**config.mk**
```make
export PLATFORM = sky130hd
export DESIGN_NAME = strict_priority_multi_queue_top
export DESIGN_NICKNAME = d
export VERILOG_FILES = /design/src/hdl/spq_pkg.sv /design/src/hdl/spq_ram.sv /design/src/hdl/spq_ctrl.sv /design/src/hdl/spq_datapath.sv /design/src/hdl/strict_priority_multi_queue_top.sv
export SDC_FILE = /design/constraint.sdc
export NUM_CORES = 2
export LEC_CHECK = 0
export BUFFER_PORTS_ARGS = -buffer_cell sky130_fd_sc_hd__buf_2
export CAP_MARGIN = 20
export CORE_UTILIZATION = 45
export DETAILED_ROUTE_END_ITERATION = 8
export GPL_ROUTABILITY_DRIVEN = 0
export PLACE_DENSITY = 0.57
export SYNTH_ARGS = -nofsm -noshare
export SYNTH_HDL_FRONTEND = slang
export SYNTH_HIERARCHICAL = 1
export SYNTH_SLANG_ARGS = --single-unit
```
**constraint.sdc**
```tcl
create_clock -name i_clk -period 7.7 [get_ports i_clk]
set_input_delay 0.385 -clock i_clk [delete_from_list [all_inputs] [get_ports i_clk]]
set_output_delay 0.385 -clock i_clk [all_outputs]
set_load 0.03 [all_outputs]
```
**src/hdl/spq_pkg.sv**
```systemverilog
// Shared types, codes and default sizes for the strict priority multi-queue.
package spq_pkg;

    localparam int LEVELS_DEF      = 8;
    localparam int LEVEL_DEPTH_DEF = 16;

    localparam logic [1:0] OP_PUSH  = 2'd0;
    localparam logic [1:0] OP_POP   = 2'd1;
    localparam logic [1:0] OP_QUERY = 2'd2;

    localparam logic [1:0] ST_OK      = 2'd0;
    localparam logic [1:0] ST_BAD_PRI = 2'd1;
    localparam logic [1:0] ST_FULL    = 2'd2;
    localparam logic [1:0] ST_EMPTY   = 2'd3;

    typedef struct packed {
        logic [1:0]  opcode;
        logic [15:0] task_id;
        logic [3:0]  priority_req;
    } t_in_item;

    typedef struct packed {
        logic        found;
        logic [15:0] out_task_id;
        logic [3:0]  out_priority;
        logic [7:0]  total_count;
        logic [4:0]  level_count;
        logic [1:0]  status;
    } t_out_item;

    typedef struct packed {
        logic capture;
        logic exec;
        logic finish;
    } t_dp_cmd;

    typedef struct packed {
        logic out_valid;
    } t_dp_status;

    typedef enum logic [2:0] {
        S_IDLE = 3'b001,
        S_EXEC = 3'b010,
        S_DONE = 3'b100
    } t_state;

endpackage

```
**src/hdl/spq_ram.sv**
```systemverilog
// Generic single-write, single-read RAM with registered read data.
module spq_ram #(
    parameter int WIDTH = 16,
    parameter int DEPTH = 128,
    parameter int AW    = $clog2(DEPTH)
) (
    input  logic             i_clk,
    input  logic             i_we,
    input  logic [AW-1:0]    i_waddr,
    input  logic [WIDTH-1:0] i_wdata,
    input  logic [AW-1:0]    i_raddr,
    output logic [WIDTH-1:0] o_rdata
);

    logic [WIDTH-1:0] r_mem [DEPTH];
    logic [WIDTH-1:0] r_rdata;

    always_ff @(posedge i_clk) begin
        if (i_we) begin
            r_mem[i_waddr] <= i_wdata;
        end
        r_rdata <= r_mem[i_raddr];
    end

    assign o_rdata = r_rdata;

endmodule

```
**src/hdl/spq_ctrl.sv**
```systemverilog
// Sequencer for the multi-queue: accept, execute, finish.
module spq_ctrl
    import spq_pkg::*;
(
    input  logic       i_clk,
    input  logic       i_rst_n,
    input  logic       i_in_valid,
    input  logic       i_out_ready,
    input  t_dp_status i_status,
    output logic       o_in_ready,
    output t_dp_cmd    o_cmd
);

    t_state r_state, n_state;
    logic   accept;

    // Take an item only out of reset, in idle, and when the result slot is free or drains this cycle.
    assign o_in_ready = i_rst_n && (r_state == S_IDLE) &&
                        (!i_status.out_valid || i_out_ready);
    assign accept     = i_in_valid && o_in_ready;

    always_comb begin
        n_state = r_state;
        case (r_state)
            S_IDLE: if (accept) n_state = S_EXEC;
            S_EXEC: n_state = S_DONE;
            S_DONE: n_state = S_IDLE;
            default: n_state = S_IDLE;
        endcase
    end

    always_ff @(posedge i_clk) begin
        if (!i_rst_n) begin
            r_state <= S_IDLE;
        end else begin
            r_state <= n_state;
        end
    end

    assign o_cmd.capture = accept;
    assign o_cmd.exec    = (r_state == S_EXEC);
    assign o_cmd.finish  = (r_state == S_DONE);

    a_busy_not_ready: assert property (@(posedge i_clk) disable iff (!i_rst_n)
        (r_state != S_IDLE) |-> !o_in_ready)
        else $error("ready raised while an item is in flight");

    a_accept_to_exec: assert property (@(posedge i_clk) disable iff (!i_rst_n)
        accept |=> (r_state == S_EXEC) ##1 (r_state == S_DONE))
        else $error("item did not run exec then finish");

    a_finish_slot_free: assert property (@(posedge i_clk) disable iff (!i_rst_n)
        o_cmd.finish |-> !i_status.out_valid)
        else $error("result produced while output slot still full");

endmodule

```
**src/hdl/spq_datapath.sv**
```systemverilog
// Queue state, task RAM and result register for the multi-queue.
module spq_datapath
    import spq_pkg::*;
#(
    parameter int LEVELS      = LEVELS_DEF,
    parameter int LEVEL_DEPTH = LEVEL_DEPTH_DEF
) (
    input  logic       i_clk,
    input  logic       i_rst_n,
    input  t_dp_cmd    i_cmd,
    input  t_in_item   i_in_item,
    input  logic       i_out_ready,
    output t_dp_status o_status,
    output logic       o_out_valid,
    output t_out_item  o_out_item
);

    localparam int LW = $clog2(LEVELS);
    localparam int PW = $clog2(LEVEL_DEPTH);
    localparam int FW = $clog2(LEVEL_DEPTH + 1);
    localparam int SD = LEVELS * LEVEL_DEPTH;
    localparam int AW = $clog2(SD);
    localparam int TW = $clog2(SD + 1);

    t_in_item        r_in;
    logic [PW-1:0]   r_head [LEVELS];
    logic [PW-1:0]   r_tail [LEVELS];
    logic [FW-1:0]   r_fill [LEVELS];
    logic [PW-1:0]   n_head [LEVELS];
    logic [PW-1:0]   n_tail [LEVELS];
    logic [FW-1:0]   n_fill [LEVELS];
    logic [TW-1:0]   r_total, n_total;
    logic            r_found;
    logic [LW-1:0]   r_top;
    logic [1:0]      r_stat;
    logic            r_out_valid, n_out_valid;
    t_out_item       r_out;

    logic            pr_valid, is_push, is_pop, any, push_ok, pop_ok;
    logic [LW-1:0]   lv, top, sel, f_idx;
    logic [FW-1:0]   f_rd;
    logic [PW-1:0]   sel_head, sel_tail, ptr;
    logic [31:0]     addr_w, fill_w, pri_w, total_w;
    logic [AW-1:0]   addr;
    logic            we;
    logic [15:0]     rdata;

    function automatic logic [PW-1:0] ptr_inc(input logic [PW-1:0] p);
        return (p == PW'(LEVEL_DEPTH - 1)) ? '0 : p + 1'b1;
    endfunction

    assign pr_valid = (r_in.priority_req != 4'd0) &&
                      ({1'b0, r_in.priority_req} <= 5'(LEVELS));
    assign lv       = LW'(r_in.priority_req - 4'd1);
    assign is_push  = (r_in.opcode == OP_PUSH);
    assign is_pop   = (r_in.opcode == OP_POP);

    // Highest non-empty level wins.
    always_comb begin
        top = '0;
        any = 1'b0;
        for (int i = 0; i < LEVELS; i++) begin
            if (r_fill[i] != '0) begin
                top = LW'(i);
                any = 1'b1;
            end
        end
    end

    assign sel      = is_push ? lv : top;
    assign f_idx    = i_cmd.exec ? sel : lv;
    assign f_rd     = r_fill[f_idx];
    assign sel_head = r_head[sel];
    assign sel_tail = r_tail[sel];
    assign push_ok  = is_push && pr_valid && (f_rd != FW'(LEVEL_DEPTH));
    assign pop_ok   = is_pop && any;

    assign ptr    = is_push ? sel_tail : sel_head;
    assign addr_w = 32'(sel) * LEVEL_DEPTH + 32'(ptr);
    assign addr   = addr_w[AW-1:0];
    assign we     = i_cmd.exec && push_ok;

    spq_ram #(
        .WIDTH (16),
        .DEPTH (SD)
    ) u_store (
        .i_clk   (i_clk),
        .i_we    (we),
        .i_waddr (addr),
        .i_wdata (r_in.task_id),
        .i_raddr (addr),
        .o_rdata (rdata)
    );

    always_comb begin
        n_head  = r_head;
        n_tail  = r_tail;
        n_fill  = r_fill;
        n_total = r_total;
        if (i_cmd.exec && push_ok) begin
            n_tail[sel] = ptr_inc(sel_tail);
            n_fill[sel] = f_rd + 1'b1;
            n_total     = r_total + 1'b1;
        end else if (i_cmd.exec && pop_ok) begin
            n_head[sel] = ptr_inc(sel_head);
            n_fill[sel] = f_rd - 1'b1;
            n_total     = r_total - 1'b1;
        end
    end

    always_comb begin
        n_out_valid = r_out_valid;
        if (i_cmd.finish) begin
            n_out_valid = 1'b1;
        end else if (r_out_valid && i_out_ready) begin
            n_out_valid = 1'b0;
        end
    end

    always_ff @(posedge i_clk) begin
        if (!i_rst_n) begin
            for (int i = 0; i < LEVELS; i++) begin
                r_head[i] <= '0;
                r_tail[i] <= '0;
                r_fill[i] <= '0;
            end
            r_total     <= '0;
            r_out_valid <= 1'b0;
        end else begin
            r_head      <= n_head;
            r_tail      <= n_tail;
            r_fill      <= n_fill;
            r_total     <= n_total;
            r_out_valid <= n_out_valid;
        end
    end

    assign fill_w  = pr_valid ? 32'(f_rd) : 32'd0;
    assign pri_w   = 32'(r_top) + 32'd1;
    assign total_w = 32'(r_total);

    always_ff @(posedge i_clk) begin
        if (i_cmd.capture) begin
            r_in <= i_in_item;
        end
        // Hold per-item decisions from exec for the finish cycle.
        if (i_cmd.exec) begin
            r_found <= !is_push && any;
            r_top   <= top;
            if (is_push) begin
                r_stat <= !pr_valid ? ST_BAD_PRI : (push_ok ? ST_OK : ST_FULL);
            end else begin
                r_stat <= any ? ST_OK : ST_EMPTY;
            end
        end
        if (i_cmd.finish) begin
            r_out.found        <= r_found;
            r_out.out_task_id  <= r_found ? rdata : 16'd0;
            r_out.out_priority <= r_found ? pri_w[3:0] : 4'd0;
            r_out.total_count  <= total_w[7:0];
            r_out.level_count  <= fill_w[4:0];
            r_out.status       <= r_stat;
        end
    end

    assign o_status.out_valid = r_out_valid;
    assign o_out_valid        = r_out_valid;
    assign o_out_item         = r_out;

    a_pop_dec: assert property (@(posedge i_clk) disable iff (!i_rst_n)
        (i_cmd.exec && pop_ok) |=> (r_total == $past(r_total) - 1'b1))
        else $error("pop did not reduce total count");

    a_found_ok: assert property (@(posedge i_clk) disable iff (!i_rst_n)
        (r_out_valid && r_out.found) |-> (r_out.status == ST_OK))
        else $error("task returned with a failing status");

    a_no_write_when_full: assert property (@(posedge i_clk) disable iff (!i_rst_n)
        we |-> (r_fill[sel] < FW'(LEVEL_DEPTH)) && pr_valid)
        else $error("write into full or invalid level");

endmodule

```
**src/hdl/strict_priority_multi_queue_top.sv**
```systemverilog
// Top level of the strict priority multi-queue: controller plus datapath.
//
//   channel   direction  handshake                      payload
//   input     in         i_in_valid / o_in_ready        i_in_item  (t_in_item)
//   output    out        o_out_valid / i_out_ready      o_out_item (t_out_item)
//
// Each item runs through accept, execute (level select and RAM access) and finish
// (registered RAM read and level count into the result register).
// The next item is accepted in the cycle after finish if the result slot is free
// or is taken in that cycle, so no new item is taken until the last one has finished.
// Reset clears pointers, fill counts and the total at once; no clearing pass.
// A stalled result holds in its register and blocks further accepts.
module strict_priority_multi_queue_top
    import spq_pkg::*;
#(
    parameter int LEVELS      = LEVELS_DEF,
    parameter int LEVEL_DEPTH = LEVEL_DEPTH_DEF
) (
    input  logic      i_clk,
    input  logic      i_rst_n,
    input  logic      i_in_valid,
    output logic      o_in_ready,
    input  t_in_item  i_in_item,
    output logic      o_out_valid,
    input  logic      i_out_ready,
    output t_out_item o_out_item
);

    t_dp_cmd    cmd;
    t_dp_status status;

    spq_ctrl u_ctrl (
        .i_clk       (i_clk),
        .i_rst_n     (i_rst_n),
        .i_in_valid  (i_in_valid),
        .i_out_ready (i_out_ready),
        .i_status    (status),
        .o_in_ready  (o_in_ready),
        .o_cmd       (cmd)
    );

    spq_datapath #(
        .LEVELS      (LEVELS),
        .LEVEL_DEPTH (LEVEL_DEPTH)
    ) u_dp (
        .i_clk       (i_clk),
        .i_rst_n     (i_rst_n),
        .i_cmd       (cmd),
        .i_in_item   (i_in_item),
        .i_out_ready (i_out_ready),
        .o_status    (status),
        .o_out_valid (o_out_valid),
        .o_out_item  (o_out_item)
    );

endmodule
```
==> impl_metrics.json <==
{
  "outcome": "complete, no violations",
  "cts_max_path_buffers": 3,
  "final_util_pct": 51.7,
  "synth_area_leader_cell": "edfxtp_1",
  "whs_ps": 169,
  "die_w_um": 443,
  "grt_max_degree": 112,
  "ios": 64,
  "synth_xor_xnor_area_share_pct": 0.100,
  "die_h_um": 443,
  "tns_ps": 0,
  "tightestPinTransition_ps": 1120,
  "hold_viol": 0,
  "drt_iter0_markers": 5140,
  "synthTopCellsByArea": "edfxtp_1, mux4_2, dfxtp_1",
  "grt_util_all_layers_pct": 22.8,
  "numCtsBuffers": 223,
  "skew_ps": 34.1,
  "synthAdderAreaFrac_pct": 0.194,
  "rsz0062_at_grt": "false",
  "syn_area_sq_um": 87600,
  "slew_headroom_pct": 25.2,
  "powerDensity_nw_per_um2": 324,
  "critPathKind": "flip-flop to flip-flop",
  "overflow": 0,
  "hpwlAfterDp_um": 131000,
  "fin_crit_sh_pct": 85.7,
  "avgViaCountPerCell": 6.08,
  "nFillCells": 15000,
  "area_growth_pct": 13.8,
  "drc": 0,
  "clock_latency_ps": 870,
  "ys_seq_elements": 2244,
  "fin_crit_ps": 6600,
  "ys_warn_count": 6,
  "drive_above_1_share_pct": 31.4,
  "dpl_worst_slack_ps": 1120,
  "grt_pass1_vias": 42900,
  "hp-class": "input port to flip-flop",
  "firstDrtPassIters": 5,
  "power.leakage_nw": 30.6,
  "fmaxAchievable_ghz": 0.152,
  "ys.flop_type": "edfxtp_1",
  "num_rows": 161,
  "synth_top_family_by_area": "multiplexers",
  "synth_compound_area_share_pct": 2.63,
  "port_buffers": 63,
  "cts_sinks": 2244,
  "floorplan.initialDensity_pct": 45.4,
  "drtAntennaViolNets": 0,
  "antenna_found_initial": 10,
  "report.power.total_mw": 32.3,
  "htree_levels": 4,
  "cts_tree": "built",
  "yosysUniqueCellTypes": 94,
  "cap_violations": 0,
  "num_vias": 43000,
  "start_kind": "flip-flop",
  "netlist_instances": 4035,
  "synth_simple_gate_area_share_pct": 2.56,
  "postSynthAreaPerCell_sq_um": 21.7,
  "cts-root-buf": "clkbuf_16",
  "netlist.area_leader.share_pct": 72.4,
  "coreArea_sq_um": 193000,
  "grt_pass1_wl_um": 320000,
  "nNetsFinal": 4392,
  "final-setup-viol-count": 0,
  "peakVddDrop_mv": 0.264,
  "synthArstFlopShare_pct": 0,
  "synth_fp_nets": 4074,
  "critPathMaxFanout": 19,
  "timing.final.max_slew_violations": 0,
  "arrival_ps": 7340,
  "setup_slack_ps": 1100,
  "synth_edf_count": 2112,
  "yosysMostFrequentCell": "edfxtp_1",
  "wl_um": 223000,
  "path_clk_slew_ps": 60,
  "die_area_sq_um": 196000,
  "ctsResizeCount": 0,
  "synthMuxAreaShare_pct": 17.9,
  "yosys-top-cells-count": "edfxtp_1, mux4_2, nor2_1, dfxtp_1, clkbuf_1",
  "worstSetupEndpointType": "flip-flop",
  "wire_per_inst_um": 31.6,
  "cp.required_ps": 8440,
  "yosysSeqAreaShare_pct": 75.4
}
==> layout by cell type, fill, tap and decap left out, types with 12 or more instances in the layout <==
cell and instances:
nor2_2 56, mux4_2 672, nand2_1 117, clkinv_1 55, buf_12 21, clkinv_2 46
o21ai_0 85, dfxtp_1 132, buf_2 63, edfxtp_1 2112, a31oi_1 18, nor3_1 29
clkbuf_16 225, nor2_1 107, mux2_2 17, buf_4 209, a21oi_1 106, clkbuf_1 50
and2_1 31, mux2i_1 31, a211oi_1 14, nand3_1 37, ha_1 12, inv_1 14
bufinv_16 15, a22oi_1 12, dlygate4sd3_1 25
==> sequential cells by signal, summed over array words and instances, names as in the netlist, 8 cells and up, named ones only <==
name                  flops
u_dp/r_fill              32
u_dp/r_total              8
u_dp/r_head              32
u_dp/u_store/r_mem     2048
u_dp/o_out_item          36
u_dp/r_tail              32
u_dp/u_store/o_rdata     16
u_dp/r_in                22
==> worst paths after layout <==
check,start,to,slack (ps),cells past startpoint
worst min-delay path,i_rst_n,u_dp/o_out_valid,170,3
worst max register to register,u_dp/r_fill[11],u_dp/u_store/o_rdata[12],1100,17
worst max-delay path,u_dp/r_fill[11],u_dp/u_store/o_rdata[12],1100,17
worst min register to register,u_dp/r_stat[1],u_dp/o_out_item[1],420,0
==> what timing repair did <==
item,in CTS,in global routing
endpoints found under the hold margin,25,0
setup buffers,0,0
hold buffers,25,0
==> cell type report <==
cell class	instances	area (sq um)	area share (%)
antenna	5	12.5	0.0125
multi-input combinational	1541	20700	20.8
tap	2526	3160	3.17
clock buffer	278	5860	5.88
sequential	2244	66100	66.3
inverter	20	81.3	0.0816
clock inverter	132	1190	1.19
timing repair buffer	323	2650	2.66
==> cells by family after synthesis <==
kind of cell             Yosys count
multiplexers                     721
flip-flops                      2244
XOR/XNOR                          10
AND/OR/NAND/NOR                  460
adder cells (fa/ha/maj)           13
AO/OA/AOI/OAI                    337
buffers and inverters            250
==> power breakdown <==
part | leakage, nW | internal [mW] | switching (mW)
Sequential | 20.1 | 13.4 | 0.116
Clock | 3.45 | 5.90 | 4.61
Combinational | 7.11 | 3.27 | 4.97
Total | 30.6 | 22.6 | 9.69
==> through the flow <==
step	instances	area, sq um
5_1_grt	7065	99700
3_3_place_gp	6623	92300
2_1_floorplan	4035	87600
6_report	7069	99700
3_5_place_dp	6627	92400
4_1_cts	7062	99700
==> critical path, cell delays in order, from the launching register on <==
cell and delay [ps]:
dfxtp_1 350, or4_4 560, or4_4 540, o211ai_1 280, nand2_1 310, inv_2 360
and4_1 240, a31oi_1 50, o221ai_1 420, nor2_1 130, a21oi_4 170, buf_12 200
buf_4 280, buf_4 410, mux4_2 560, mux4_2 620, mux4_2 630, mux2_2 310
==> layer usage <==
metal  up-vias  track usage (%)  wire length, um
li1      17700                -                -
met1     23500             33.7            97100
met2      1531             35.6           107000
met3       246             3.67            14600
met4         4             5.62             4570
met5         -                0               27
(Power assumes the default switching activity.)
